### src/rtl/rtp_header_parser_unit_macros.svh
// ---------------------------------------------------------------------------
// RTP header parser assertion macros
// Concurrent assertion wrappers, empty when SYNTHESIS is defined.
// ---------------------------------------------------------------------------
`ifndef RTP_HEADER_PARSER_UNIT_MACROS_SVH
`define RTP_HEADER_PARSER_UNIT_MACROS_SVH

`ifndef SYNTHESIS
`define RHP_ASSERT_IMPL(label, clk, rst_n, ante, cons) \
    label: assert property (@(posedge clk) disable iff (!rst_n) (ante) |-> (cons)) \
        else $error("rhp: same-cycle check failed");
`define RHP_ASSERT_NEXT(label, clk, rst_n, ante, cons) \
    label: assert property (@(posedge clk) disable iff (!rst_n) (ante) |=> (cons)) \
        else $error("rhp: next-cycle check failed");
`else
`define RHP_ASSERT_IMPL(label, clk, rst_n, ante, cons)
`define RHP_ASSERT_NEXT(label, clk, rst_n, ante, cons)
`endif

`endif

### src/rtl/rhp_pkg.sv
// ---------------------------------------------------------------------------
// RTP header parser package
// Status codes, header constants and the records passed between stages.
// ---------------------------------------------------------------------------
`default_nettype none

package rhp_pkg;

    localparam logic [2:0] ST_OK        = 3'd0;
    localparam logic [2:0] ST_SHORT     = 3'd1;
    localparam logic [2:0] ST_BAD_VER   = 3'd2;
    localparam logic [2:0] ST_EXT_TRUNC = 3'd3;
    localparam logic [2:0] ST_HDR_LONG  = 3'd4;
    localparam logic [2:0] ST_TOO_LONG  = 3'd5;

    localparam logic [1:0]  RTP_VERSION   = 2'd2;
    localparam logic [15:0] FIXED_HDR_LEN = 16'd12;

    // one finished packet, as captured by the front end
    typedef struct packed {
        logic        too_long;
        logic [15:0] pkt_len;
        logic [7:0]  last_value;
        logic [7:0]  hdr0;
        logic [7:0]  hdr1;
        logic [15:0] seq;
        logic [31:0] ts;
        logic [31:0] ssrc;
        logic [15:0] ext_words;
    } t_rec;

    typedef struct packed {
        logic [2:0]  status;
        logic [6:0]  payload_type;
        logic        marker;
        logic [15:0] sequence_res;
        logic [31:0] timestamp;
        logic [31:0] source_id;
        logic [3:0]  contrib_count;
        logic        has_extension;
        logic [18:0] header_length;
        logic [15:0] payload_length;
        logic [15:0] packet_length;
    } t_result;

endpackage

`default_nettype wire

### src/rtl/rhp_if.sv
// ---------------------------------------------------------------------------
// RTP header parser channels
// Byte input channel and result output channel, valid/ready handshake.
// ---------------------------------------------------------------------------
`default_nettype none

interface rhp_in_if;
    logic       valid;
    logic       ready;
    logic [7:0] byte_value;
    logic       last_byte;

    modport source (output valid, output byte_value, output last_byte, input ready);
    modport sink   (input valid, input byte_value, input last_byte, output ready);
endinterface

interface rhp_out_if;
    logic        valid;
    logic        ready;
    logic [2:0]  status;
    logic [6:0]  payload_type;
    logic        marker;
    logic [15:0] sequence_res;
    logic [31:0] timestamp;
    logic [31:0] source_id;
    logic [3:0]  contrib_count;
    logic        has_extension;
    logic [18:0] header_length;
    logic [15:0] payload_length;
    logic [15:0] packet_length;

    modport source (
        output valid, output status, output payload_type, output marker,
        output sequence_res, output timestamp, output source_id, output contrib_count,
        output has_extension, output header_length, output payload_length,
        output packet_length, input ready
    );
    modport sink (
        input valid, input status, input payload_type, input marker,
        input sequence_res, input timestamp, input source_id, input contrib_count,
        input has_extension, input header_length, input payload_length,
        input packet_length, output ready
    );
endinterface

`default_nettype wire

### src/rtl/rtp_header_parser_unit.sv
// ---------------------------------------------------------------------------
// RTP header parser unit
// Usage:
//   i_in carries one packet byte per request, network order; last_byte marks
//   the final byte. o_out carries one result request per packet: status,
//   header fields and header, payload and packet lengths.
//   Throughput: one byte per cycle, sustained while i_in.ready is high,
//   including back-to-back packets of any length down to one byte.
//   Result path: once the last byte is taken, the record passes through the
//   record queue head, the two length evaluation stages and the output
//   register; a stalled o_out can hold it at any of these.
//   Stall: a stalled o_out holds its result; the back end fills up, then
//   the record queue (QUEUE_DEPTH plus one records), and only then does
//   i_in.ready drop. Until then bytes keep coming in while results wait.
//   Packets longer than MAX_LEN bytes stop counting and report too long.
//   Reset (synchronous, active low) empties the queue and pipeline and
//   restarts byte counting at the first byte of a new packet.
// ---------------------------------------------------------------------------
`default_nettype none
`include "rtp_header_parser_unit_macros.svh"

module rtp_header_parser_unit #(
    parameter int unsigned MAX_LEN     = 65535,
    parameter int unsigned QUEUE_DEPTH = 4
) (
    input  wire         i_clk,
    input  wire         i_rst_n,
    rhp_in_if.sink      i_in,
    rhp_out_if.source   o_out
);

    logic           w_push_valid, w_push_ready;
    logic           w_pop_valid, w_pop_ready;
    rhp_pkg::t_rec  w_push_rec, w_pop_rec;

    rhp_front #(
        .MAX_LEN (MAX_LEN)
    ) u_front (
        .i_clk        (i_clk),
        .i_rst_n      (i_rst_n),
        .i_in         (i_in),
        .o_push_valid (w_push_valid),
        .o_push_rec   (w_push_rec),
        .i_push_ready (w_push_ready)
    );

    rhp_fifo #(
        .DEPTH (QUEUE_DEPTH)
    ) u_fifo (
        .i_clk        (i_clk),
        .i_rst_n      (i_rst_n),
        .i_push_valid (w_push_valid),
        .i_push_rec   (w_push_rec),
        .o_push_ready (w_push_ready),
        .o_pop_valid  (w_pop_valid),
        .o_pop_rec    (w_pop_rec),
        .i_pop_ready  (w_pop_ready)
    );

    rhp_back u_back (
        .i_clk   (i_clk),
        .i_rst_n (i_rst_n),
        .i_valid (w_pop_valid),
        .i_rec   (w_pop_rec),
        .o_ready (w_pop_ready),
        .o_out   (o_out)
    );

    `RHP_ASSERT_IMPL(a_err_no_len, i_clk, i_rst_n, o_out.valid && o_out.status != rhp_pkg::ST_OK, o_out.header_length == '0 && o_out.payload_length == '0)
    `RHP_ASSERT_IMPL(a_short_no_hdr, i_clk, i_rst_n, o_out.valid && (o_out.status == rhp_pkg::ST_SHORT || o_out.status == rhp_pkg::ST_TOO_LONG), o_out.source_id == '0 && o_out.timestamp == '0 && o_out.contrib_count == '0)
    `RHP_ASSERT_IMPL(a_ok_fits, i_clk, i_rst_n, o_out.valid && o_out.status == rhp_pkg::ST_OK, 20'(o_out.header_length) + 20'(o_out.payload_length) <= 20'(o_out.packet_length))
    `RHP_ASSERT_IMPL(a_ok_min_hdr, i_clk, i_rst_n, o_out.valid && o_out.status == rhp_pkg::ST_OK, o_out.header_length >= 19'd12)

endmodule

`default_nettype wire

### src/rtl/rhp_front.sv
// ---------------------------------------------------------------------------
// RTP header parser front end
// Counts packet bytes, captures header fields, pushes one record per packet.
// ---------------------------------------------------------------------------
`default_nettype none

module rhp_front #(
    parameter int unsigned MAX_LEN = 65535
) (
    input  wire              i_clk,
    input  wire              i_rst_n,
    rhp_in_if.sink           i_in,
    output logic             o_push_valid,
    output rhp_pkg::t_rec    o_push_rec,
    input  wire              i_push_ready
);

    localparam logic [15:0] MAX_CNT = 16'(MAX_LEN);

    logic [15:0] r_count,    n_count;
    logic        r_too_long, n_too_long;
    logic [7:0]  r_hdr0,     n_hdr0;
    logic [7:0]  r_hdr1,     n_hdr1;
    logic [15:0] r_seq,      n_seq;
    logic [31:0] r_ts,       n_ts;
    logic [31:0] r_ssrc,     n_ssrc;
    logic [15:0] r_ext,      n_ext;

    logic        w_acc;
    logic [15:0] w_ext_pos;
    logic [7:0]  w_b;

    assign i_in.ready = i_push_ready;
    assign w_acc      = i_in.valid && i_in.ready;
    assign w_b        = i_in.byte_value;
    // extension length word sits two bytes past the CSRC list
    assign w_ext_pos  = {10'd0, r_hdr0[3:0], 2'b00} + 16'd14;

    always_comb begin
        n_count    = r_count;
        n_too_long = r_too_long;
        n_hdr0     = r_hdr0;
        n_hdr1     = r_hdr1;
        n_seq      = r_seq;
        n_ts       = r_ts;
        n_ssrc     = r_ssrc;
        n_ext      = r_ext;
        if (r_count >= MAX_CNT) begin
            n_too_long = 1'b1;
        end else begin
            n_count = r_count + 16'd1;
            if (r_count == 16'd0) begin
                n_hdr0 = w_b;
            end else if (r_count == 16'd1) begin
                n_hdr1 = w_b;
            end else if (r_count < 16'd4) begin
                n_seq = {r_seq[7:0], w_b};
            end else if (r_count < 16'd8) begin
                n_ts = {r_ts[23:0], w_b};
            end else if (r_count < 16'd12) begin
                n_ssrc = {r_ssrc[23:0], w_b};
            end
            if (r_count >= 16'd12 &&
                (r_count == w_ext_pos || r_count == w_ext_pos + 16'd1)) begin
                n_ext = {r_ext[7:0], w_b};
            end
        end
    end

    assign o_push_valid          = w_acc && i_in.last_byte;
    assign o_push_rec.too_long   = n_too_long;
    assign o_push_rec.pkt_len    = n_count;
    assign o_push_rec.last_value = w_b;
    assign o_push_rec.hdr0       = n_hdr0;
    assign o_push_rec.hdr1       = n_hdr1;
    assign o_push_rec.seq        = n_seq;
    assign o_push_rec.ts         = n_ts;
    assign o_push_rec.ssrc       = n_ssrc;
    assign o_push_rec.ext_words  = n_ext;

    always_ff @(posedge i_clk) begin
        if (!i_rst_n || (w_acc && i_in.last_byte)) begin
            r_count    <= '0;
            r_too_long <= 1'b0;
            r_hdr0     <= '0;
            r_hdr1     <= '0;
            r_seq      <= '0;
            r_ts       <= '0;
            r_ssrc     <= '0;
            r_ext      <= '0;
        end else if (w_acc) begin
            r_count    <= n_count;
            r_too_long <= n_too_long;
            r_hdr0     <= n_hdr0;
            r_hdr1     <= n_hdr1;
            r_seq      <= n_seq;
            r_ts       <= n_ts;
            r_ssrc     <= n_ssrc;
            r_ext      <= n_ext;
        end
    end

endmodule

`default_nettype wire

### src/rtl/rhp_fifo.sv
// ---------------------------------------------------------------------------
// RTP header parser record queue
// Short queue of packet records with a registered head entry.
// ---------------------------------------------------------------------------
`default_nettype none

module rhp_fifo #(
    parameter int unsigned DEPTH = 4
) (
    input  wire              i_clk,
    input  wire              i_rst_n,
    input  wire              i_push_valid,
    input  rhp_pkg::t_rec    i_push_rec,
    output logic             o_push_ready,
    output logic             o_pop_valid,
    output rhp_pkg::t_rec    o_pop_rec,
    input  wire              i_pop_ready
);

    localparam int unsigned AW = (DEPTH > 1) ? $clog2(DEPTH) : 1;
    localparam int unsigned CW = $clog2(DEPTH + 1);
    localparam logic [AW-1:0] LAST_PTR = AW'(DEPTH - 1);
    localparam logic [CW-1:0] FULL_CNT = CW'(DEPTH);

    rhp_pkg::t_rec r_mem [DEPTH];
    rhp_pkg::t_rec r_head;

    logic [AW-1:0] r_wr, n_wr;
    logic [AW-1:0] r_rd, n_rd;
    logic [CW-1:0] r_cnt, n_cnt;
    logic          r_head_v, n_head_v;

    logic w_push, w_load, w_mem_empty, w_from_mem, w_bypass, w_wr;

    assign w_mem_empty  = (r_cnt == '0);
    assign o_push_ready = (r_cnt != FULL_CNT);
    assign w_push       = i_push_valid && o_push_ready;
    assign w_load       = !r_head_v || i_pop_ready;
    assign w_from_mem   = w_load && !w_mem_empty;
    assign w_bypass     = w_load && w_mem_empty && w_push;
    assign w_wr         = w_push && !w_bypass;

    assign o_pop_valid  = r_head_v;
    assign o_pop_rec    = r_head;

    always_comb begin
        n_wr     = r_wr;
        n_rd     = r_rd;
        n_cnt    = r_cnt;
        n_head_v = r_head_v;
        if (w_wr) begin
            n_wr = (r_wr == LAST_PTR) ? '0 : r_wr + AW'(1);
        end
        if (w_from_mem) begin
            n_rd = (r_rd == LAST_PTR) ? '0 : r_rd + AW'(1);
        end
        case ({w_wr, w_from_mem})
            2'b10:   n_cnt = r_cnt + CW'(1);
            2'b01:   n_cnt = r_cnt - CW'(1);
            default: n_cnt = r_cnt;
        endcase
        if (w_load) begin
            n_head_v = w_from_mem || w_bypass;
        end
    end

    always_ff @(posedge i_clk) begin
        if (!i_rst_n) begin
            r_wr     <= '0;
            r_rd     <= '0;
            r_cnt    <= '0;
            r_head_v <= 1'b0;
        end else begin
            r_wr     <= n_wr;
            r_rd     <= n_rd;
            r_cnt    <= n_cnt;
            r_head_v <= n_head_v;
        end
    end

    always_ff @(posedge i_clk) begin
        if (w_wr) begin
            r_mem[r_wr] <= i_push_rec;
        end
        if (w_from_mem) begin
            r_head <= r_mem[r_rd];
        end else if (w_bypass) begin
            r_head <= i_push_rec;
        end
    end

endmodule

`default_nettype wire

### src/rtl/rhp_back.sv
// ---------------------------------------------------------------------------
// RTP header parser back end
// Three-stage length and status evaluation with a registered result.
// ---------------------------------------------------------------------------
`default_nettype none

module rhp_back (
    input  wire              i_clk,
    input  wire              i_rst_n,
    input  wire              i_valid,
    input  rhp_pkg::t_rec    i_rec,
    output logic             o_ready,
    rhp_out_if.source        o_out
);

    logic              r_v1, r_v2, r_v3;
    rhp_pkg::t_rec     r_s1_rec, r_s2_rec;
    logic [2:0]        r_s1_status, r_s2_status;
    logic [18:0]       r_s1_hlen, r_s2_hlen;
    logic [15:0]       r_s2_diff;
    rhp_pkg::t_result  r_res;

    logic              w_rdy3, w_rdy2, w_rdy1;
    logic [2:0]        n_s1_status, n_s2_status;
    logic [18:0]       n_s1_hlen;
    logic [15:0]       n_s2_diff;
    rhp_pkg::t_result  n_res;

    logic [15:0]       w_base;
    logic [18:0]       w_ext_add;
    logic              w_hx;
    logic [15:0]       w_plen;
    logic              w_hdr_ok;

    assign w_rdy3  = !r_v3 || o_out.ready;
    assign w_rdy2  = !r_v2 || w_rdy3;
    assign w_rdy1  = !r_v1 || w_rdy2;
    assign o_ready = w_rdy1;

    // stage 1: header length and the early status checks
    always_comb begin
        w_hx      = i_rec.hdr0[4];
        w_base    = {10'd0, i_rec.hdr0[3:0], 2'b00} + rhp_pkg::FIXED_HDR_LEN;
        w_ext_add = w_hx ? ({1'b0, i_rec.ext_words, 2'b00} + 19'd4) : '0;
        n_s1_hlen = {3'd0, w_base} + w_ext_add;
        if (i_rec.too_long) begin
            n_s1_status = rhp_pkg::ST_TOO_LONG;
        end else if (i_rec.pkt_len < rhp_pkg::FIXED_HDR_LEN) begin
            n_s1_status = rhp_pkg::ST_SHORT;
        end else if (i_rec.hdr0[7:6] != rhp_pkg::RTP_VERSION) begin
            n_s1_status = rhp_pkg::ST_BAD_VER;
        end else if (w_hx && (i_rec.pkt_len < w_base + 16'd4)) begin
            n_s1_status = rhp_pkg::ST_EXT_TRUNC;
        end else begin
            n_s1_status = rhp_pkg::ST_OK;
        end
    end

    // stage 2: header against packet length
    always_comb begin
        n_s2_status = r_s1_status;
        n_s2_diff   = '0;
        if (r_s1_status == rhp_pkg::ST_OK) begin
            if (r_s1_hlen > {3'd0, r_s1_rec.pkt_len}) begin
                n_s2_status = rhp_pkg::ST_HDR_LONG;
            end else begin
                n_s2_diff = r_s1_rec.pkt_len - r_s1_hlen[15:0];
            end
        end
    end

    // stage 3: padding removal and result assembly
    always_comb begin
        w_plen = r_s2_diff;
        if (r_s2_rec.hdr0[5] && r_s2_diff != '0 &&
            {8'd0, r_s2_rec.last_value} <= r_s2_diff) begin
            w_plen = r_s2_diff - {8'd0, r_s2_rec.last_value};
        end
        w_hdr_ok = !(r_s2_status == rhp_pkg::ST_SHORT || r_s2_status == rhp_pkg::ST_TOO_LONG);

        n_res                = '0;
        n_res.status         = r_s2_status;
        n_res.packet_length  = r_s2_rec.pkt_len;
        if (w_hdr_ok) begin
            n_res.payload_type  = r_s2_rec.hdr1[6:0];
            n_res.marker        = r_s2_rec.hdr1[7];
            n_res.sequence_res  = r_s2_rec.seq;
            n_res.timestamp     = r_s2_rec.ts;
            n_res.source_id     = r_s2_rec.ssrc;
            n_res.contrib_count = r_s2_rec.hdr0[3:0];
            n_res.has_extension = r_s2_rec.hdr0[4];
        end
        if (r_s2_status == rhp_pkg::ST_OK) begin
            n_res.header_length  = r_s2_hlen;
            n_res.payload_length = w_plen;
        end
    end

    always_ff @(posedge i_clk) begin
        if (!i_rst_n) begin
            r_v1 <= 1'b0;
            r_v2 <= 1'b0;
            r_v3 <= 1'b0;
        end else begin
            if (w_rdy1) begin
                r_v1 <= i_valid;
            end
            if (w_rdy2) begin
                r_v2 <= r_v1;
            end
            if (w_rdy3) begin
                r_v3 <= r_v2;
            end
        end
    end

    always_ff @(posedge i_clk) begin
        if (w_rdy1 && i_valid) begin
            r_s1_rec    <= i_rec;
            r_s1_status <= n_s1_status;
            r_s1_hlen   <= n_s1_hlen;
        end
        if (w_rdy2 && r_v1) begin
            r_s2_rec    <= r_s1_rec;
            r_s2_status <= n_s2_status;
            r_s2_hlen   <= r_s1_hlen;
            r_s2_diff   <= n_s2_diff;
        end
        if (w_rdy3 && r_v2) begin
            r_res <= n_res;
        end
    end

    assign o_out.valid          = r_v3;
    assign o_out.status         = r_res.status;
    assign o_out.payload_type   = r_res.payload_type;
    assign o_out.marker         = r_res.marker;
    assign o_out.sequence_res   = r_res.sequence_res;
    assign o_out.timestamp      = r_res.timestamp;
    assign o_out.source_id      = r_res.source_id;
    assign o_out.contrib_count  = r_res.contrib_count;
    assign o_out.has_extension  = r_res.has_extension;
    assign o_out.header_length  = r_res.header_length;
    assign o_out.payload_length = r_res.payload_length;
    assign o_out.packet_length  = r_res.packet_length;

endmodule

`default_nettype wire

### src/flat_wrapper.sv
// flat-port wrapper written by rule: the top's interface ports become plain ports
module rtp_header_parser_unit_flat 
#(
    parameter int unsigned MAX_LEN     = 65535,
    parameter int unsigned QUEUE_DEPTH = 4
)
  (i_clk, i_rst_n, i_in_valid, i_in_byte_value, i_in_last_byte, i_in_ready, o_out_valid, o_out_status, o_out_payload_type, o_out_marker, o_out_sequence_res, o_out_timestamp, o_out_source_id, o_out_contrib_count, o_out_has_extension, o_out_header_length, o_out_payload_length, o_out_packet_length, o_out_ready);
  rhp_in_if i_in_i ();
  rhp_out_if o_out_i ();
  input  wire i_clk;
  input  wire i_rst_n;
  input wire logic [$bits(i_in_i.valid)-1:0] i_in_valid;
  input wire logic [$bits(i_in_i.byte_value)-1:0] i_in_byte_value;
  input wire logic [$bits(i_in_i.last_byte)-1:0] i_in_last_byte;
  output wire logic [$bits(i_in_i.ready)-1:0] i_in_ready;
  output wire logic [$bits(o_out_i.valid)-1:0] o_out_valid;
  output wire logic [$bits(o_out_i.status)-1:0] o_out_status;
  output wire logic [$bits(o_out_i.payload_type)-1:0] o_out_payload_type;
  output wire logic [$bits(o_out_i.marker)-1:0] o_out_marker;
  output wire logic [$bits(o_out_i.sequence_res)-1:0] o_out_sequence_res;
  output wire logic [$bits(o_out_i.timestamp)-1:0] o_out_timestamp;
  output wire logic [$bits(o_out_i.source_id)-1:0] o_out_source_id;
  output wire logic [$bits(o_out_i.contrib_count)-1:0] o_out_contrib_count;
  output wire logic [$bits(o_out_i.has_extension)-1:0] o_out_has_extension;
  output wire logic [$bits(o_out_i.header_length)-1:0] o_out_header_length;
  output wire logic [$bits(o_out_i.payload_length)-1:0] o_out_payload_length;
  output wire logic [$bits(o_out_i.packet_length)-1:0] o_out_packet_length;
  input wire logic [$bits(o_out_i.ready)-1:0] o_out_ready;
  assign i_in_i.valid = i_in_valid;
  assign i_in_i.byte_value = i_in_byte_value;
  assign i_in_i.last_byte = i_in_last_byte;
  assign i_in_ready = i_in_i.ready;
  assign o_out_valid = o_out_i.valid;
  assign o_out_status = o_out_i.status;
  assign o_out_payload_type = o_out_i.payload_type;
  assign o_out_marker = o_out_i.marker;
  assign o_out_sequence_res = o_out_i.sequence_res;
  assign o_out_timestamp = o_out_i.timestamp;
  assign o_out_source_id = o_out_i.source_id;
  assign o_out_contrib_count = o_out_i.contrib_count;
  assign o_out_has_extension = o_out_i.has_extension;
  assign o_out_header_length = o_out_i.header_length;
  assign o_out_payload_length = o_out_i.payload_length;
  assign o_out_packet_length = o_out_i.packet_length;
  assign o_out_i.ready = o_out_ready;
  rtp_header_parser_unit #(.MAX_LEN(MAX_LEN), .QUEUE_DEPTH(QUEUE_DEPTH)) u_core (.i_clk(i_clk), .i_rst_n(i_rst_n), .i_in(i_in_i), .o_out(o_out_i));
endmodule
### config.mk
export PLATFORM = sky130hd
export DESIGN_NAME = rtp_header_parser_unit_flat
export DESIGN_NICKNAME = d
export VERILOG_FILES = /design/src/rtl/rhp_pkg.sv /design/src/rtl/rhp_if.sv /design/src/rtl/rtp_header_parser_unit.sv /design/src/rtl/rhp_front.sv /design/src/rtl/rhp_fifo.sv /design/src/rtl/rhp_back.sv /design/src/flat_wrapper.sv
export VERILOG_INCLUDE_DIRS = /design/src /design/src/rtl
export SDC_FILE = /design/constraint.sdc
export NUM_CORES = 1
export LEC_CHECK = 0
export ABC_AREA = 1
export BUFFER_PORTS_ARGS = -buffer_cell sky130_fd_sc_hd__buf_2
export CAP_MARGIN = 20
export CORE_MARGIN = 5
export CORE_UTILIZATION = 35
export CTS_CLUSTER_DIAMETER = 200
export DETAILED_ROUTE_END_ITERATION = 16
export PLACE_DENSITY_LB_ADDON = 0.2
export REMOVE_ABC_BUFFERS = 1
export SLEW_MARGIN = 15
export SYNTH_ARGS = -nofsm -noshare
export SYNTH_HDL_FRONTEND = slang
export SYNTH_HIERARCHICAL = 1
export SYNTH_SLANG_ARGS = --single-unit
export TNS_END_PERCENT = 5
### constraint.sdc
create_clock -name i_clk -period 11.7 [get_ports i_clk]
set_input_delay 2.34 -clock i_clk [delete_from_list [all_inputs] [get_ports i_clk]]
set_output_delay 2.34 -clock i_clk [all_outputs]
set_load 0.005 [all_outputs]
* Word level (Yosys, flattened, before mapping)
Memories as Yosys holds them, arrays and structs flattened. A register that Yosys moved wholly into a read port is not among the register bits.
Cells that the tools add are included.
W data, S select, Z words.
** Word-level totals
- Word-level logic and storage cells :: 167
- Bits of input ports :: 13
- Register bits after elaboration :: 720
- Output and inout port bits :: 149
- Memories :: 1
- Memory bits (writable) :: 548
** Cells by class
- Order comparisons :: 9
- Muxes and demuxes :: 39
- Reductions and logical operators :: 38
- Bitwise operators :: 1
- Add/subtract/negate cells :: 13
- Eq/ne operators :: 11
** Memories
- u_core.u_fifo.r_mem :: words 4, width 137, read ports 1, clocked after memory_dff 1, wr ports 1, line rhp_fifo.sv:25 : rhp_pkg::t_rec r_mem [DEPTH];
** Operators with widths (count)
- $mux W32 :: 11
- $mux W137 :: 2
- $mux W16 :: 8
- $lt A16 B4 Y1 const B :: 3
- $mux W8 :: 5
- $add A18 B3 Y19 const B :: 1
- $add A7 B19 Y19 :: 1
- $gt A19 B16 Y1 :: 1
- $mux W19 :: 1
- $add A16 B1 Y16 const B :: 1
- $eq A16 B1 Y1 const B :: 1
- $eq A16 B7 Y1 :: 1
- $eq A16 B8 Y1 :: 1
- $ge A16 B16 Y1 const B :: 1
- $ge A16 B4 Y1 const B :: 1
- $le A8 B16 Y1 :: 1
- $logic_not A16 Y1 :: 1
- $lt A16 B3 Y1 const B :: 1
- $lt A16 B8 Y1 :: 1
- $reduce_bool A16 Y1 :: 1
- $sub A16 B16 Y16 :: 1
- $sub A16 B8 Y16 :: 1
- $add A6 B4 Y7 const B :: 2
- $logic_and A1 B1 Y1 :: 14
- other kinds (21) :: 49

* Depth between registers and ports, before layout
- Word-level depth :: 11
- Depth in mapped cells :: 17
- Depth with buffers taken out :: 16

* Cells and area by module
The synthesis kept the hierarchy.
** By module, submodules not included
- rhp_fifo :: cells each 2253, instances 1, seq. area each 20769.9 um^2, area each 27482.6 um^2
- rhp_back :: cells each 1331, instances 1, seq. area each 13182.6 um^2, area each 17489.3 um^2
- rhp_front :: cells each 1157, instances 1, seq. area each 2582.5 um^2, area each 7462.2 um^2

* Worst setup path before layout
OpenSTA, ideal clock, no wires.
- Path type :: in2reg
- Start point :: in o_out_ready
- End point :: reg u_core.u_back.r_res, in the netlist u_core/u_back/o_out.contrib_count[0], enable pin
- Slack :: 1.687 ns
- Arrival time :: 9.316 ns
- Library setup time :: 0.697 ns
- Stages :: 2
- Data required time :: 11.003 ns
- Buffers on the path :: 0
- Path through :: inv_1 a21oi_1
** Between the ends
- Word-level cells in the longest chain between the ends :: 2
** RTL lines
- start: declaration :: line flat_wrapper.sv:28 : input wire logic [$bits(o_out_i.ready)-1:0] o_out_ready;
- $logic_or A1 B1 Y1 :: line rhp_back.sv:35 : assign w_rdy3 = !r_v3 || o_out.ready;
- $logic_and A1 B1 Y1 :: line rhp_back.sv:129 : if (w_rdy3 && r_v2) begin
- end signal: assignment :: line rhp_back.sv:130 : r_res <= n_res;
- end: declaration :: line rhp_back.sv:21 : rhp_pkg::t_result r_res;
No other way between the ends.
A chain may end at the register's enable or synchronous reset.

* Worst setup path in the final report
- Start point :: in i_in_valid
- End point :: mem u_core/u_fifo/r_mem[3][81] in the netlist's numbering, enable pin
** Between the ends
- Word-level cells in the longest chain between the ends :: 8
** RTL lines
- start: declaration :: line flat_wrapper.sv:12 : input wire logic [$bits(i_in_i.valid)-1:0] i_in_valid;
- $logic_and A1 B1 Y1 (*) :: line rhp_front.sv:34 : assign w_acc = i_in.valid && i_in.ready;
- $logic_and A1 B1 Y1 (*) :: line rhp_front.sv:70 : assign o_push_valid = w_acc && i_in.last_byte;
- via u_core.w_push_valid :: line rtp_header_parser_unit.sv:32 : logic w_push_valid, w_push_ready;
- $logic_and A1 B1 Y1 (*) :: line rhp_fifo.sv:37 : assign w_push = i_push_valid && o_push_ready;
- $logic_and A1 B1 Y1 :: line rhp_fifo.sv:40 : assign w_bypass = w_load && w_mem_empty && w_push;
- $logic_not A1 Y1 :: line rhp_fifo.sv:41 : assign w_wr = w_push && !w_bypass;
- $logic_and A1 B1 Y1 (*) :: line rhp_fifo.sv:41
- $mux W1 (*) :: line rhp_fifo.sv:82 : if (w_wr) begin
- $mux W1 (not written as such) (*) :: line rhp_fifo.sv:83 : r_mem[r_wr] <= i_push_rec;
- end: declaration :: line rhp_fifo.sv:25
The timed path passes the listed nets; every way through them passes the cells marked *.

==> out/summary.txt <==
average wire per standard cell: 18.5 um
Vias: 32.7k
PwrDens: 245 mW/mm^2
TNS Setup: 0 ns
achievable frequency: 181 MHz
share of layout cells above drive strength 1: 9.97%
Resized cells post-CTS: 0
total gr overflow: 0
WP data arrival: 5.90 ns
vias in the first global route: 31.9k
post-DR vias/cell: 4.67
Rows: 142
core area: 0.149 sq mm
Die H: 397 um
Max-Slew Margin vs Limit: 26.2%
TritonCTS Sinks: 1264
Initial Util: 35.1%
crit path launch type: primary input
CTS H-tree lvls: 4
Tmin final: 5.52 ns
largest net degree at the start of global routing: 138
Reg clk slew, reported paths: 0.06 ns
post-CTS repair timing setup buffer count: 0
Root Driver: clkbuf_16
RSZ-0062 raised after global routing: no
Setup Skew: 0.0228 ns
Die Wd: 397 um
IR drop worst, VDD: 0.000187 V
worst-margin pin slew: 1.11 ns
First-pass DRT Iterations: 5
setup slack, reg-to-reg: 7.18 ns
leakage power: 23.9 nW
DP Wirelength: 76600 um
critical path fanouts, max: 121
synth warn: 6
CP required: 12.08 ns
# IOs: 162
count of final setup violators: 0
worst skew pair latency: 0.77 ns
Post-synth EDFFs: 1122
Hold Fails Final Rpt: 0
syn avg cell area: 11.1 sq um
pre-CTS setup slack: 5.33 ns
post-synthesis cell count: 4741
DR iter-0 viols: 2196
drt drc: 0
Synth async-reset ratio: 0%
ys flop type: edfxtp_1
CTS tree: done
worst setup path class: in -> reg
fin nets: 4933
PortBufs: 159
number of diodes: 0
Hold Crit Class: reg -> reg
max-slew violations: 0
number of synthesized register bits: 1264
Bufs on Longest Clock Path: 3
initial antenna violation count: 10
final period utilization: 47.2%
Max-Cap Viols: 0
Netlist cell types: 49
final worst slack: 6.18 ns
total CTS buffers: 142
post-synthesis sequential area ratio: 69.7%
# hold bufs at CTS: 0
cell area after synthesis: 0.0524 sq mm
Critical Path End Type: register
first-pass GRT wire length: 196000 um
synth-to-layout area growth: 13.1%
die area: 0.158 sq mm
Total GRT Usage: 16.3%
DRT Wirelength: 130000 um
post-route ant nets: 0
status: finished clean
GP Congestion: 0.845
sequential cells by signal, indices dropped and copies added, names as in the netlist, 17 cells and up, named ones only:
register,count
u_core/u_front/r_ts,32
u_core/u_back/o_out.header_length,17
u_core/u_back/r_s1_rec,118
u_core/u_back/o_out.source_id,32
u_core/u_front/r_ssrc,32
u_core/u_back/r_s2_rec,102
u_core/u_fifo/r_mem,548
u_core/u_back/r_s1_hlen,17
u_core/u_back/o_out.timestamp,32
u_core/u_fifo/o_pop_rec,137
u_core/u_back/r_s2_hlen,17
Yosys cell counts (4+ instances only):
master    count  area share [%]
nand3_1      94            0.90
nor2_2       10            0.12
nand2_2      31            0.37
buf_4        33            0.47
nor3_1       11            0.10
o21ai_0     370             3.5
clkbuf_1     64            0.46
buf_2        55            0.52
buf_6        43            0.92
edfxtp_1   1122              64
a21oi_1     135             1.3
nor2_4       12            0.26
xor2_1       26            0.43
nand2_4       5            0.11
dfxtp_1     142             5.4
fa_1          4            0.15
nand2_1     912             6.5
a21boi_0      4           0.057
ha_1         58             1.4
o21ai_1     120             1.1
buf_1         4           0.029
or2_2         4           0.048
clkbuf_2     21            0.20
xnor2_1      12            0.20
nand4_1      49            0.58
inv_1       479             3.4
nor2_1      870             6.2
inv_2        12           0.086
cell families (layout without fill, tap and decap cells):
group | after synthesis | after routing | share of synthesized area [%]
DFF | 1264 | 1264 | 69.7
xor gates and xnor gates | 38 | 38 | 0.635
other | 2 | 3 | 0.0143
and+or+nand+nor | 2018 | 2018 | 15.7
AOI/OAI and AO/OA | 644 | 644 | 6.24
buffers and inverters | 713 | 945 | 6.16
adders and majority gates | 62 | 62 | 1.54
power by group:
group / internal [W] / switching (W)
Clock: 0.00254 / 0.00181
Combinational: 0.000946 / 0.00261
Sequential: 0.00614 / 0.000482
Total: 0.00962 / 0.00490
cell usage in the layout (no fill, tap or decap), types with 4 or more instances in the layout:
cell type,n
a21boi_0,4
a21oi_1,134
buf_2,159
buf_4,31
bufinv_16,9
clkbuf_1,38
clkbuf_16,145
clkbuf_8,7
clkinv_1,22
clkinv_2,22
clkinvlp_4,5
dfxtp_1,140
edfxtp_1,1122
fa_1,4
ha_1,58
inv_1,474
inv_2,10
inv_6,10
nand2_1,911
nand2_2,32
nand2_4,4
nand3_1,94
nand4_1,49
nor2_1,865
nor2_2,10
nor2_4,17
nor3_1,11
o21ai_0,370
o21ai_1,120
or2_2,4
xnor2_1,12
xor2_1,26
metrics by stage:
step                total power, W  instances  hold WS [ns]  utilization, %  area (sq um)
floorplan                  0.00899       4521         0.400               -         51100
global placement            0.0103       6729         0.402            36.6         54700
detailed placement          0.0103       6730         0.405            36.7         54800
CTS                         0.0147       6990         0.412            39.7         59300
global route                0.0154       6990         0.410            39.7         59300
finish                      0.0145       6990         0.413            39.7         59300
cell type report:
type                    count  area [sq um]
clock buffers             190          3870
clock inverters            70           679
fillers                 14335         90100
inverters                 492          1880
multi-input cells        2765         12700
flip-flops and latches   1264         36500
well taps                2016          2520
repair buffers            193          1090
routing by layer:
metal,share of wire [%],global-route usage [%]
met3,5.0,2.97
met5,0,0
met2,46,26.0
met4,2.3,4.75
met1,47,22.7
final timing paths:
| path | startpoint | end | cells after the start |
|---|---|---|---|
| min reg2reg | u_core/u_fifo/o_pop_rec[102] | u_core/u_back/r_s1_rec[102] | 0 |
| max | i_in_valid | u_core/u_fifo/r_mem[3][81] | 10 |
| min | u_core/u_fifo/o_pop_rec[102] | u_core/u_back/r_s1_rec[102] | 0 |
| max reg2reg | u_core/u_fifo/r_cnt[0] | u_core/u_fifo/r_mem[3][81] | 11 |
worst max-delay path, cell delays in order:
cell     delay (ns)
buf_2          0.08
nand2_1        0.10
buf_4          0.28
inv_6          0.57
nand2_1        0.21
inv_1          0.17
nand3_1        0.39
nor2_4         0.18
buf_4          0.65
buf_4          0.80
No activity file was read; power rests on OpenSTA's default activity.
